==> config.mk <==
export PLATFORM = sky130hd
export DESIGN_NAME = nx_ls_cell
export DESIGN_NICKNAME = d
export VERILOG_FILES = /design/src/rtl/nx_ls_pkg.sv /design/src/rtl/nx_ls_cell.sv
export SDC_FILE = /design/constraint.sdc
export NUM_CORES = 1
export LEC_CHECK = 0
export ABC_AREA = 1
export CORE_ASPECT_RATIO = 1.2
export CORE_UTILIZATION = 35
export DETAILED_ROUTE_END_ITERATION = 6
export DONT_BUFFER_PORTS = 1
export SYNTH_ARGS = -nofsm -noshare
export SYNTH_HDL_FRONTEND = slang
export SYNTH_SLANG_ARGS = --single-unit
==> constraint.sdc <==
create_clock -name i_clk -period 3.3 [get_ports i_clk]
set_input_delay 0 -clock i_clk [delete_from_list [all_inputs] [get_ports i_clk]]
set_output_delay 0 -clock i_clk [all_outputs]
set_load 0.05 [all_outputs]
==> src/rtl/nx_ls_pkg.sv <==
// Package for the Nx length statistic block: field widths, command codes,
// cell operation codes and the bus struct passed between neighboring cells.
// No dependencies; every other file refers to it by scoped names.
package nx_ls_pkg;

    localparam int MAX_ENTRIES = 256;
    localparam int IDX_W       = $clog2(MAX_ENTRIES);

    localparam int CMD_W = 2;
    localparam int LEN_W = 32;
    localparam int PCT_W = 7;
    localparam int TOT_W = 40;

    // Divide by 100 for the percent limits
    localparam int PCT_DIVISOR = 100;
    localparam int REM_W       = $clog2(PCT_DIVISOR);
    // Divider takes one byte of the total per step
    localparam int DIV_CHUNK_W = 8;
    localparam int DIV_STEPS   = TOT_W / DIV_CHUNK_W;
    localparam int DIV_CNT_W   = $clog2(DIV_STEPS);
    localparam int DIV_PART_W  = REM_W + DIV_CHUNK_W;
    // ceil(2^22 / 100): floor(v * DIV_RECIP / 2^22) == v / 100 for any 15-bit v
    localparam int DIV_RECIP   = 41944;
    localparam int DIV_RECIP_W = 16;
    localparam int DIV_SHIFT   = 22;
    // 100 > 2^6, so the quotient loses six bits
    localparam int QUO_W       = TOT_W - 6;
    localparam int LIM_W       = QUO_W + PCT_W;
    // Sum of every held length never wraps at this width
    localparam int SUM_W       = LEN_W + IDX_W;
    localparam int CMP_W       = (LIM_W > SUM_W) ? LIM_W : SUM_W;

    localparam logic [CMD_W-1:0] CMD_LOAD  = 2'd0;
    localparam logic [CMD_W-1:0] CMD_QUERY = 2'd1;
    localparam logic [CMD_W-1:0] CMD_CLEAR = 2'd2;

    typedef logic [1:0] t_cell_op;
    localparam t_cell_op OP_HOLD   = 2'd0;
    localparam t_cell_op OP_INSERT = 2'd1;
    localparam t_cell_op OP_ROTATE = 2'd2;
    localparam t_cell_op OP_CLEAR  = 2'd3;

    typedef struct packed {
        logic [LEN_W-1:0] len;
        logic             occ;
        logic             shift;   // cell gives way to the length being inserted
    } t_cell_bus;

endpackage

==> src/rtl/nx_ls_cell.sv <==
// One cell of the sorted length chain: holds one length and its occupied bit.
// Depends on nx_ls_pkg.
module nx_ls_cell (
    input  logic                         i_clk,
    input  logic                         i_rst_n,
    input  nx_ls_pkg::t_cell_op          i_op,
    input  logic [nx_ls_pkg::LEN_W-1:0]  i_len,
    input  nx_ls_pkg::t_cell_bus         i_prev,
    input  nx_ls_pkg::t_cell_bus         i_next,
    output nx_ls_pkg::t_cell_bus         o_bus
);

    logic [nx_ls_pkg::LEN_W-1:0] r_len;
    logic                        r_occ;
    logic                        w_shift;

    // Equal lengths stay put, so a new one lands behind them
    assign w_shift = !r_occ || (r_len < i_len);

    assign o_bus.len   = r_len;
    assign o_bus.occ   = r_occ;
    assign o_bus.shift = w_shift;

    always_ff @(posedge i_clk) begin
        if (!i_rst_n) begin
            r_occ <= 1'b0;
        end else begin
            case (i_op)
                nx_ls_pkg::OP_INSERT: begin
                    if (w_shift) begin
                        r_occ <= i_prev.shift ? i_prev.occ : 1'b1;
                    end
                end
                nx_ls_pkg::OP_ROTATE: begin
                    r_occ <= i_next.occ;
                end
                nx_ls_pkg::OP_CLEAR: begin
                    r_occ <= 1'b0;
                end
                default: begin
                    r_occ <= r_occ;
                end
            endcase
        end
    end

    always_ff @(posedge i_clk) begin
        case (i_op)
            nx_ls_pkg::OP_INSERT: begin
                if (w_shift) begin
                    r_len <= i_prev.shift ? i_prev.len : i_len;
                end
            end
            nx_ls_pkg::OP_ROTATE: begin
                r_len <= i_next.len;
            end
            default: begin
                r_len <= r_len;
            end
        endcase
    end

endmodule

# [After elaboration in Yosys (flattened, before gate mapping)]
# Index checks and enable logic that the tools add are counted.
[totals] out_inout_bits=34 elab_cells=19 inputBits=104 register_bits=33
[op_classes] n_mux=6 order_cmp=1 reduce_logical=6 n_eq_ne=4
[ops] op="$mux W32" n=2
[ops] op="$pmux W32 S2" n=1
[ops] op="$lt A32 B32 Y1" n=1
[ops] op="$eq A2 B2 Y1 const B" n=2
[ops] op="$reduce_and A2 Y1" n=2
[ops] op="$pmux W1 S3" n=1
[ops] op="$reduce_bool A3 Y1" n=1
[ops] op="$eq A2 B1 Y1 const B" n=1
[ops] op="$mux W1" n=2
[ops] op="$ne A2 B2 Y1 const B" n=1
[ops] op="$reduce_bool A2 Y1" n=1
[ops] op="$logic_not A1 Y1" n=1
[ops] op="$logic_or A1 B1 Y1" n=1

# [Depth between registers and ports, before layout]
[depth] depth_word=4 ltp_mapped=16 ltp_nobuf=16

# [Worst setup path before layout]
# OpenSTA, ideal clock, no wires.
[synth_path] path_kind="register -> register" startpoint="register r_len[23] (netlist name)" endpoint="register r_len[0] (netlist name) (enable)" setup_time_ns=0.389 stages_incl_launch_ff=10 t_arrival_ns=2.351 required_ns=2.911 n_path_buf=0 path_slack_ns=0.560 period_less_slack_ns=2.740 path_cell_list="edfxtp_1 ha_1 a21oi_1 o21ai_0 a21o_1 a21oi_1 nand2_2 nand2_1 nand2_1 nand2_1"
[synth_between] elab_chain_len=4
[synth_lines] item="start, declared" line="nx_ls_cell.sv:13" source="logic [nx_ls_pkg::LEN_W-1:0] r_len;"
[synth_lines] item="start signal, assigned" line="nx_ls_cell.sv:51" source="r_len <= i_prev.shift ? i_prev.len : i_len;"
[synth_lines] item="start signal, assigned" line="nx_ls_cell.sv:55" source="r_len <= i_next.len;"
[synth_lines] item="start signal, assigned" line="nx_ls_cell.sv:58" source="r_len <= r_len;"
[synth_lines] item="$lt A32 B32 Y1" line="nx_ls_cell.sv:18" source="assign w_shift = !r_occ || (r_len < i_len);"
[synth_lines] item="$logic_or A1 B1 Y1" line="nx_ls_cell.sv:18"
[synth_lines] item="via w_shift" line="nx_ls_cell.sv:15" source="logic w_shift;"
[synth_lines] item="$ne A2 B2 Y1 (no source line)"
[synth_lines] item="$reduce_and A2 Y1 (no source line)"
# The timed path passes the listed nets, and every way through them passes these cells.
# A chain may end at the register's enable or synchronous reset.

# [Worst setup path after layout]
[layout_path] startpoint="register r_len[23] (netlist name)" endpoint="register r_len[17] (netlist name) (enable)"
[layout_between] elab_chain_len=4
[layout_lines] item="$lt A32 B32 Y1" line="nx_ls_cell.sv:18"
[layout_lines] item="$logic_or A1 B1 Y1" line="nx_ls_cell.sv:18"
[layout_lines] item="$ne A2 B2 Y1 (no source line)"
[layout_lines] item="$reduce_and A2 Y1 (no source line)"
# No other way between the ends.

==> results by group <==
Logic synthesis
  • Cell variety after synth: 25
  • Ys Warns: 0
  • Synth Area per Inst: 7.73 µm²
  • Sequential-to-total area share from yosys stat: 39.0%
  • Synthesized instance count: 325
  • FF+latch count, synth: 33
  • Netlist Area Pre-Place: roughly 2500 µm²
  • Mapped Nets: 460

Floorplanning
  • Die width: between 70 and 80 µm
  • Std cell rows: 33
  • Die H: 94.8 µm
  • Top Ports: 138
  • Core area: 6900 µm²
  • Die ar.: between 7000 and 8000 µm²
  • Initial Util: 36.4%

Clocking
  • Clk buf depth: 2
  • Clk root buf: clkbuf_8
  • Clk Latency, worst-skew pair: roughly 0.29 ns
  • Num CTS Buffers: 5
  • Number of H-tree levels: 2
  • Reg clk slew, reported paths: ~0.08 ns
  • Setup Buffers After CTS: 0
  • CTS tree: built
  • Clk sinks: 33

Routing
  • Via count: 2287
  • DRT antenna net count: 0
  • WL final: 6540 µm
  • Drt first pass iters: 6
  • Drt initial violations: 49
  • # DRC: 0
  • Vias per inst: 5.00
  • Per-cell routed wire length: 14.3 µm

Timing
  • Final hold vios: 0
  • Slew @ Worst Pin: 1.11 ns
  • Fin Clk Skew: 0.0126 ns
  • Max Slew Vio Count: 0
  • Final Critical Period: about 2.5 ns
  • Max-slew headroom: about a quarter
  • Final setup fails: 0
  • RSZ-0062 raised after global routing: false
  • Setup TNS: 0 ns
  • Tcrit/Tclk final: between 70% and 80%
  • Fmax achieved: 397 MHz

Final layout
  • Final Non-Filler Cells: 457
  • Commonest non-fill, non-tap cell in the layout: nand2_1
  • Synth-to-Final Area Change: 25.6%
  • Fillers: 673
  • Share of layout cells above drive strength 1: 4.86%
  • N_diodes: 0
  • Fin nets: 504
  • Commonest non-fill, non-tap cells in the layout: 97 x nand2_1, 50 x dlygate4sd3_1, 40 x inv_1, 38 x nor2_1

Critical path
  • WS Path Type: flip-flop to flip-flop
  • CP required: roughly 3.3 ns
  • CP max FO: 16
  • CP Launch Type: flip-flop
  • Crit. End Element: flip-flop
  • WP data arrival: 2.49 ns
  • Reg-to-reg slack, setup: 0.78 ns

Worst hold path
  • Worst min path class: input port to flip-flop

GRT
  • Vias in the first global route: 2256
  • Initial antenna violation count: 0
  • Global-route wire length before repair: around 10000 µm
  • Largest net degree at the start of global routing: 66
  • Grt total ovfl: 0
  • Total track usage: 17.6%

Placement
  • GP Congestion: 0.739
  • Post-DP HPWL: 4470 µm
  • Placed insts: 399
  • PortBufs: 0

Pwr
  • Tot Pwr: 0.00125 W
  • Pleak: 1.47 nW
  • Pwr dens: 394 nW/µm²
  • Peak supply drop: 0.000208 V

Job
  • # Max-Cap Violations: 0

Outcome
  • Status: finished, final reports clean
==> metrics by stage <==
| stage | cell area (µm²) | util (%) | setup slack, ns | hold slack, ns |
|---|---|---|---|---|
| 6_report | 3160 | 45.8 | 0.780 | 0.00916 |
| 5_1_grt | 3160 | 45.8 | 0.526 | 0.00148 |
| 4_1_cts | 3160 | 45.8 | 0.744 | 0.00202 |
| 3_5_place_dp | 2570 | 37.3 | 0.765 | 0.205 |
| 3_3_place_gp | 2570 | 37.3 | 0.772 | 0.202 |
| 2_1_floorplan | 2510 | - | 0.560 | 0.186 |
==> cell usage after synthesis <==
cell type / instances / share of area, %
nand2_1: 98 / 15
inv_1: 40 / 6.0
nor2_1: 38 / 5.7
a31oi_1: 32 / 8.0
edfxtp_1: 32 / 38
ha_1: 31 / 15
a21oi_1: 16 / 3.2
clkbuf_1: 9 / 1.3
o21ai_0: 5 / 1.0
buf_2: 4 / 0.80
buf_4: 2 / 0.60
inv_2: 2 / 0.30
nand3_1: 2 / 0.40
nand3_2: 2 / 0.80
nor3_1: 2 / 0.40
a21o_1: 1 / 0.30
and3_1: 1 / 0.25
buf_1: 1 / 0.15
clkinv_1: 1 / 0.15
dfxtp_1: 1 / 0.80
nand2_2: 1 / 0.25
nor3b_2: 1 / 0.50
o21a_2: 1 / 0.35
o21ai_1: 1 / 0.20
o31ai_1: 1 / 0.30
==> flip-flops by register name, summed over array words and instances, names as in the netlist <==
name / count
r_len: 32
r_occ: 1
==> critical path: stages (launching register included) <==
cell	delay, ns
edfxtp_1	0.68
ha_1	0.34
a21oi_1	0.14
o21ai_0	0.09
a21o_1	0.16
a21oi_1	0.15
nand2_2	0.09
nand2_1	0.08
nand2_1	0.07
nand2_1	0.07
buf_4	0.31
==> kinds of logic after synthesis <==
group                      synth area share, %
AOI/OAI and AO/OA                         13.3
buffers and inverters                     9.31
and+or+nand+nor                           22.9
DFF                                       39.0
adders and majority gates                 15.4
==> per-layer routing <==
layer | GRT usage (%) | vias to the layer above | routed length (µm)
met4 | 4.85 | 0 | 76
li1 | - | 1168 | -
met5 | 0 | - | 0
met2 | 33.5 | 101 | 3310
met1 | 18.3 | 1011 | 2630
met3 | 5.51 | 7 | 528
==> final timing paths <==
kind                                 start   endpoint  cells after the start
worst min-delay path            i_next[11]   r_len[9]                      2
worst max-delay path             r_len[23]  r_len[17]                     10
worst min register to register       r_occ      r_occ                      4
worst max register to register   r_len[23]  r_len[17]                     10
==> final cells by class <==
type	instances	area, µm²	area share (%)
Sequential cell	33	981	31.1
Inverter	43	161	5.11
Tap cell	87	109	3.45
Timing Repair Buffer	53	523	16.6
Clock buffer	6	72.6	2.30
Clock inverter	2	10.0	0.317
Multi-Input combinational cell	233	1300	41.2
==> timing repair <==
action / CTS / global route
hold endpoints to repair: 25 / 0
gates resized for setup: 0 / 0
hold buffers: 50 / 0
==> power by group <==
group / internal (W) / switching [W] / total (W)
Combinational: 0.000140 / 0.000140 / 0.000279
Clock: 0.000146 / 0.000154 / 0.000300
Sequential: 0.000513 / 0.000153 / 0.000666
Total: 0.000799 / 0.000446 / 0.00125
(Power assumes the default switching activity.)
