## src/rtl/nx_ls_pkg.sv

```systemverilog
// Package for the Nx length statistic block: field widths, command codes,
// cell operation codes and the bus struct passed between neighboring cells.
// No dependencies; every other file refers to it by scoped names.
package nx_ls_pkg;

    localparam int MAX_ENTRIES = 256;
    localparam int IDX_W       = $clog2(MAX_ENTRIES);

    localparam int CMD_W = 2;
    localparam int LEN_W = 32;
    localparam int PCT_W = 7;
    localparam int TOT_W = 40;

    // Divide by 100 for the percent limits
    localparam int PCT_DIVISOR = 100;
    localparam int REM_W       = $clog2(PCT_DIVISOR);
    // Divider takes one byte of the total per step
    localparam int DIV_CHUNK_W = 8;
    localparam int DIV_STEPS   = TOT_W / DIV_CHUNK_W;
    localparam int DIV_CNT_W   = $clog2(DIV_STEPS);
    localparam int DIV_PART_W  = REM_W + DIV_CHUNK_W;
    // ceil(2^22 / 100): floor(v * DIV_RECIP / 2^22) == v / 100 for any 15-bit v
    localparam int DIV_RECIP   = 41944;
    localparam int DIV_RECIP_W = 16;
    localparam int DIV_SHIFT   = 22;
    // 100 > 2^6, so the quotient loses six bits
    localparam int QUO_W       = TOT_W - 6;
    localparam int LIM_W       = QUO_W + PCT_W;
    // Sum of every held length never wraps at this width
    localparam int SUM_W       = LEN_W + IDX_W;
    localparam int CMP_W       = (LIM_W > SUM_W) ? LIM_W : SUM_W;

    localparam logic [CMD_W-1:0] CMD_LOAD  = 2'd0;
    localparam logic [CMD_W-1:0] CMD_QUERY = 2'd1;
    localparam logic [CMD_W-1:0] CMD_CLEAR = 2'd2;

    typedef logic [1:0] t_cell_op;
    localparam t_cell_op OP_HOLD   = 2'd0;
    localparam t_cell_op OP_INSERT = 2'd1;
    localparam t_cell_op OP_ROTATE = 2'd2;
    localparam t_cell_op OP_CLEAR  = 2'd3;

    typedef struct packed {
        logic [LEN_W-1:0] len;
        logic             occ;
        logic             shift;   // cell gives way to the length being inserted
    } t_cell_bus;

endpackage

```

## src/rtl/nx_ls_div100.sv

```systemverilog
// Divider by 100: one byte of the dividend per cycle through a reciprocal multiply.
// Depends on nx_ls_pkg.
module nx_ls_div100 (
    input  logic                         i_clk,
    input  logic                         i_rst_n,
    input  logic                         i_start,
    input  logic [nx_ls_pkg::TOT_W-1:0]  i_dividend,
    output logic                         o_done,
    output logic [nx_ls_pkg::QUO_W-1:0]  o_quotient
);

    localparam int PROD_W = nx_ls_pkg::DIV_PART_W + nx_ls_pkg::DIV_RECIP_W;
    localparam logic [nx_ls_pkg::REM_W-1:0] DIVISOR =
        nx_ls_pkg::REM_W'(nx_ls_pkg::PCT_DIVISOR);
    localparam logic [nx_ls_pkg::DIV_RECIP_W-1:0] RECIP =
        nx_ls_pkg::DIV_RECIP_W'(nx_ls_pkg::DIV_RECIP);
    localparam logic [nx_ls_pkg::DIV_CNT_W-1:0] LAST_STEP =
        nx_ls_pkg::DIV_CNT_W'(nx_ls_pkg::DIV_STEPS - 1);

    logic                              r_busy;
    logic                              r_done;
    logic [nx_ls_pkg::DIV_CNT_W-1:0]   r_cnt;
    logic [nx_ls_pkg::REM_W-1:0]       r_rem;
    // Dividend bytes shift out at the top while quotient bytes enter at the bottom
    logic [nx_ls_pkg::TOT_W-1:0]       r_quo;
    logic [nx_ls_pkg::DIV_PART_W-1:0]  w_part;
    logic [PROD_W-1:0]                 w_prod;
    logic [nx_ls_pkg::DIV_CHUNK_W-1:0] w_digit;
    logic [nx_ls_pkg::DIV_PART_W-1:0]  w_back;
    logic [nx_ls_pkg::DIV_PART_W-1:0]  w_left;

    // Remainder so far joined with the next byte; stays below 100 * 256
    assign w_part     = {r_rem, r_quo[nx_ls_pkg::TOT_W-1 -: nx_ls_pkg::DIV_CHUNK_W]};
    assign w_prod     = PROD_W'(w_part) * PROD_W'(RECIP);
    assign w_digit    = w_prod[nx_ls_pkg::DIV_SHIFT +: nx_ls_pkg::DIV_CHUNK_W];
    assign w_back     = nx_ls_pkg::DIV_PART_W'(w_digit) * nx_ls_pkg::DIV_PART_W'(DIVISOR);
    assign w_left     = w_part - w_back;
    assign o_done     = r_done;
    assign o_quotient = r_quo[nx_ls_pkg::QUO_W-1:0];

    always_ff @(posedge i_clk) begin
        if (!i_rst_n) begin
            r_busy <= 1'b0;
            r_done <= 1'b0;
            r_cnt  <= '0;
        end else begin
            r_done <= 1'b0;
            if (i_start) begin
                r_busy <= 1'b1;
                r_cnt  <= '0;
            end else if (r_busy) begin
                r_cnt <= r_cnt + 1'b1;
                if (r_cnt == LAST_STEP) begin
                    r_busy <= 1'b0;
                    r_done <= 1'b1;
                end
            end
        end
    end

    always_ff @(posedge i_clk) begin
        if (i_start) begin
            r_rem <= '0;
            r_quo <= i_dividend;
        end else if (r_busy) begin
            r_rem <= w_left[nx_ls_pkg::REM_W-1:0];
            r_quo <= {r_quo[nx_ls_pkg::TOT_W-nx_ls_pkg::DIV_CHUNK_W-1:0], w_digit};
        end
    end

endmodule

```

## config.mk

```make
export PLATFORM = sky130hd
export DESIGN_NAME = nx_ls_div100
export DESIGN_NICKNAME = d
export VERILOG_FILES = /design/src/rtl/nx_ls_pkg.sv /design/src/rtl/nx_ls_div100.sv
export SDC_FILE = /design/constraint.sdc
export NUM_CORES = 1
export LEC_CHECK = 0
export BUFFER_PORTS_ARGS = -buffer_cell sky130_fd_sc_hd__buf_2
export CAP_MARGIN = 20
export CELL_PAD_IN_SITES_DETAIL_PLACEMENT = 1
export CELL_PAD_IN_SITES_GLOBAL_PLACEMENT = 2
export CORE_MARGIN = 2
export CORE_UTILIZATION = 35
export DETAILED_ROUTE_END_ITERATION = 8
export GPL_TIMING_DRIVEN = 0
export HOLD_SLACK_MARGIN = 0.08
export PLACE_DENSITY = 0.8
export SYNTH_ARGS = -nofsm -noshare
export SYNTH_HDL_FRONTEND = slang
export SYNTH_SLANG_ARGS = --single-unit
```

## constraint.sdc

```tcl
create_clock -name i_clk -period 16.1 [get_ports i_clk]
set_clock_uncertainty 0.1 [all_clocks]
set_input_delay 1.61 -clock i_clk [delete_from_list [all_inputs] [get_ports i_clk]]
set_output_delay 1.61 -clock i_clk [all_outputs]
set_load 0.01 [all_outputs]
```

# [Word level (Yosys, flattened, before mapping)]
# Index checks and enable logic that the tools add are counted.
[classes] n_addsub=2 multipliers=2 n_eq_ne=1 mux=6 n_bitwise=2 reduce_logical=3
[ops] op="2-to-1 mux 40 bit" count=2
[ops] op="multiplier 15 x 13 -> 27 bit (second input constant)" count=1
[ops] op="multiplier 8 x 5 -> 5 bit (second input constant)" count=1
[ops] op="subtractor 7 bit" count=1
[ops] op="2-to-1 mux 1 bit" count=4
[ops] op="adder 3 x 1 -> 3 bit (second input constant)" count=1
[ops] op="== test 3 bit (second input constant)" count=1
[ops] op="OR reduction 3 bit" count=1
[ops] op="inverter 1 bit" count=2
[ops] op="nonzero test 2 bit" count=1
[ops] op="OR reduction 2 bit" count=1
[word_totals] regBits=52 in_bits=43 out_inout_bits=35 wordCells=21

# [Depth between registers and ports, before layout]
[depth] word_depth=4 depth_mapped=24 depth_no_buf=24

# [Worst setup path after synthesis]
# OpenSTA, ideal clock, no wires.
[synth_path] kind="reg-to-reg" from="reg r_quo[38] (netlist bit)" to="reg r_rem[6] (netlist bit)" setup_ns=0.079 t_arrival_ns=5.716 t_required_ns=15.921 path_slack_ns=10.204 stages_incl_launch_ff=25 path_buffers=0 synth_period_minus_slack_ns=5.896 path_cell_list="edfxtp_1 -> inv_1 -> fa_1 -> inv_1 -> ha_1 -> fa_1 -> fa_1 -> inv_1 -> fa_1 -> inv_1 -> ha_1 -> a21oi_1 -> nand2_1 -> nor4_1 -> o31ai_4 -> xor2_2 -> ha_1 -> fa_1 -> inv_1 -> a21o_1 -> a21oi_1 -> xnor2_1 -> xnor3_1 -> xor2_1 -> a211oi_2"
[synth_via] elab_chain_len=3
[synth_lines] item="start, declared" line_no="nx_ls_div100.sv:25" rtl="logic [nx_ls_pkg::TOT_W-1:0] r_quo;"
[synth_lines] item="start signal, assigned" line_no="nx_ls_div100.sv:64" rtl="r_quo <= i_dividend;"
[synth_lines] item="start signal, assigned" line_no="nx_ls_div100.sv:67" rtl="r_quo <= {r_quo[nx_ls_pkg::TOT_W-nx_ls_pkg::DIV_CHUNK_W-1:0], w_digit};"
[synth_lines] item="multiplier 15 x 13 -> 27 bit" line_no="nx_ls_div100.sv:34" rtl="assign w_prod = PROD_W'(w_part) * PROD_W'(RECIP);"
[synth_lines] item="multiplier 8 x 5 -> 5 bit" line_no="nx_ls_div100.sv:36" rtl="assign w_back = nx_ls_pkg::DIV_PART_W'(w_digit) * nx_ls_pkg::DIV_PART_W'(DIVISOR);"
[synth_lines] item="subtractor 7 bit *" line_no="nx_ls_div100.sv:37" rtl="assign w_left = w_part - w_back;"
[synth_lines] item="end signal, assigned" line_no="nx_ls_div100.sv:66" rtl="r_rem <= w_left[nx_ls_pkg::REM_W-1:0];"
[synth_lines] item="end, declared" line_no="nx_ls_div100.sv:23" rtl="logic [nx_ls_pkg::REM_W-1:0] r_rem;"
# Mark *: on every way between the ends. The rest lies on a longest branch, timed or not.
# A chain may end at the register's enable or synchronous reset.

# [Worst setup path in the final report]
# Same ends and word-level chain as after synthesis.

==> results.txt <==
Status - completed
Hold Vio Cnt, Final - 0
Flops & latches, synth - 52
Die Y - 136 um
Antenna-violating nets left - 0
Crit share post-route - 0.436
Drt pass-1 iters - 5
Syn_nets - 773
GRT Overall Usage - 0.163
CTS Hold Bufs - 0
Least-Margin Pin Slew - 1.01 ns
Area growth from synthesis to final layout - 13.4%
Post-CTS setup buffer count - 0
Gr ovfl total - 0
Die Width - 136 um
Post-Syn Area - 6140 um2
Avg Cell Area, Syn - 11.0 um2
DRT iter0 DRCs - 158
Crit Path Max Fanout - 6
Final GP Congestion - 0.797
Max-slew violations - 0
Synth top area cells - fa_1 22%, ha_1 21%, edfxtp_1 20%
Total of max-cap violations - 0
Vias in the first global route - 4502
Post-synth EDFFs - 40
Synth Area in Adders - 0.439
Hold Slack - 0.394 ns
Initial antenna violation count - 0
H-Tree Depth - 2
Residual DRC - 0
Top_reg_cell synth - edfxtp_1
Slew margin rel. - 0.328
Sequential share of the synthesized area - 0.235
Arr. time, crit path - 7.14 ns
Max Buffers Root-to-Sink - 2
Die area - 18600 um2
Synth Area in Compound Gates - 0.0668
Unrepaired setup endpoints after global routing - no
First-pass GRT wire length - 23.4 mm
Largest family of logic cells by synthesized area - adder cells
Worst reg2reg setup slack - 9.08 ns
Initial core utilization - 0.356
Synth cell types - 47
DP HPWL - 12.9 mm
Crit. End Element - register
CP required - 16.22 ns
Startpoint Class - register
Worst-path clk slew - 0.07 ns
Post-synthesis mux area share - 0.0721
Drt via density - 4.70
Post-synthesis xor/xnor area fraction - 0.0249
Share of cells above drive strength 1 - 0.252
IO Port Bufs - 76
Area leader, netlist - fa_1
Core Region - 17200 um2
Ordered cell list for the critical path - inv_1, fa_1, inv_1, ha_1, fa_1, fa_1, inv_1, fa_1, inv_1, ha_1, a21oi_1, nand2_1, nor4_1, o31ai_4, a31oi_1, xor2_1, ha_1, a21o_1, a21oi_1, xnor2_1, xnor3_1, xor2_1, a211oi_2
CP peak stage delay - 0.64 ns
Hold WC Path Type - register to register
Simple-gate area share of the yosys netlist - 0.0418
CP Class - register to register
NumNets Final - 856
Clock Tree Root - clkbuf_16
Number of inserted diodes - 0
Row cnt - 48
TritonCTS Buffers - 5
Sink Count - 52
Critical path's slowest cell - edfxtp_1
Clk_lat worst skew - 0.30 ns
Largest net degree at the start of global routing - 41
PostCTS Resize Cnt - 0
Fin crit period - 7.02 ns
Post-Route WL - 14.9 mm
# IOs - 78
Final instance area - 6970 um2
Share of flip-flops with an asynchronous set or reset - 0
Synth Instances - 556
Area after DPL - 6800 um2
DR WL/cell - 17.2 um
Via count - 4069
Fmax achieved - 142 MHz
Area share of the largest cell type after synthesis - 0.225
Syn. warnings - 0
CTS tree - built
Endpoints failing setup - 0
Total negative setup slack - 0 ns
area by class of cell:
class / count / area [um2]
clock inverters: 2 / 35.0
multi-input cells: 341 / 3960
plain buffers: 43 / 293
flip-flops and latches: 52 / 1440
repair buffers: 76 / 380
clock buffers: 6 / 129
well taps: 225 / 282
inverters: 120 / 450
fillers: 1921 / 10300
worst max-delay path: cells and delay by family, from the launching register on:
kind	cells	cell delay (ns)
AND/OR/NAND/NOR	2	0.68
XOR/XNOR	4	1.02
adder cells (fa/ha/maj)	7	2.97
buffers and inverters	4	0.31
AO/OA/AOI/OAI	6	1.21
flip-flops	1	0.64
path summary, 6_finish.rpt:
kind                                 from        to  depth (start not counted)
worst min register to register   r_cnt[2]    o_done                          2
worst max-delay path            r_quo[38]  r_rem[6]                         23
worst min-delay path             r_cnt[2]    o_done                          2
worst max register to register  r_quo[38]  r_rem[6]                         23
flip-flops by register name (all words and copies together), names as in the netlist:
signal and flops:
o_done 1, r_quo 40, r_busy 1, r_rem 7
r_cnt 3
cells in the mapped netlist (2+ instances only):
cell type,number
inv_1,120
ha_1,105
fa_1,69
edfxtp_1,40
buf_4,35
mux2_2,34
nor2_1,17
nand2_1,16
a21oi_1,14
dfxtp_1,12
xnor2_1,8
a21o_1,7
nand3_1,7
mux2i_1,6
clkbuf_1,5
o21ai_0,5
xor2_1,5
nor3_1,4
o211ai_1,4
o31ai_1,4
a311oi_1,3
buf_1,3
nor2b_1,3
o21ai_1,3
a211oi_1,2
a211oi_2,2
a31oi_1,2
nand4_1,2
layout by cell type, fill, tap and decap left out, types with 14 or more instances in the layout:
cell type / instances
buf_2: 76
nand2_1: 16
a21oi_1: 14
ha_1: 105
mux2_2: 34
fa_1: 69
edfxtp_1: 40
nor2_1: 17
buf_4: 35
inv_1: 120
per-stage QoR:
stage / utilization / worst slack, ns / instances
final: 0.404 / 9.08 / 865
after global routing: 0.404 / 8.74 / 865
after CTS: 0.404 / 9.01 / 865
after detailed placement: 0.395 / 9.12 / 857
after global placement: 0.395 / 9.31 / 857
after floorplan: - / 10.20 / 556
layer usage:
| layer | GRT usage | part of all wire | wire [um] |
|---|---|---|---|
| met5 | 0 | 0 | 0 |
| met2 | 0.284 | 0.51 | 7570 |
| met1 | 0.220 | 0.45 | 6740 |
| met4 | 0.0382 | 0.018 | 264 |
| met3 | 0.0142 | 0.020 | 302 |
logic make-up (layout without fill, tap and decap cells):
logic type,Yosys count,after routing
fa+ha+maj,174,174
buf+inv,163,247
compound gates,57,57
simple gates,55,55
flops,52,52
mux,40,40
xor+xnor,15,15
Power is left out: the tool's default activity adds up to more than one toggle a clock period on the data nets, which glitch-free logic cannot reach.
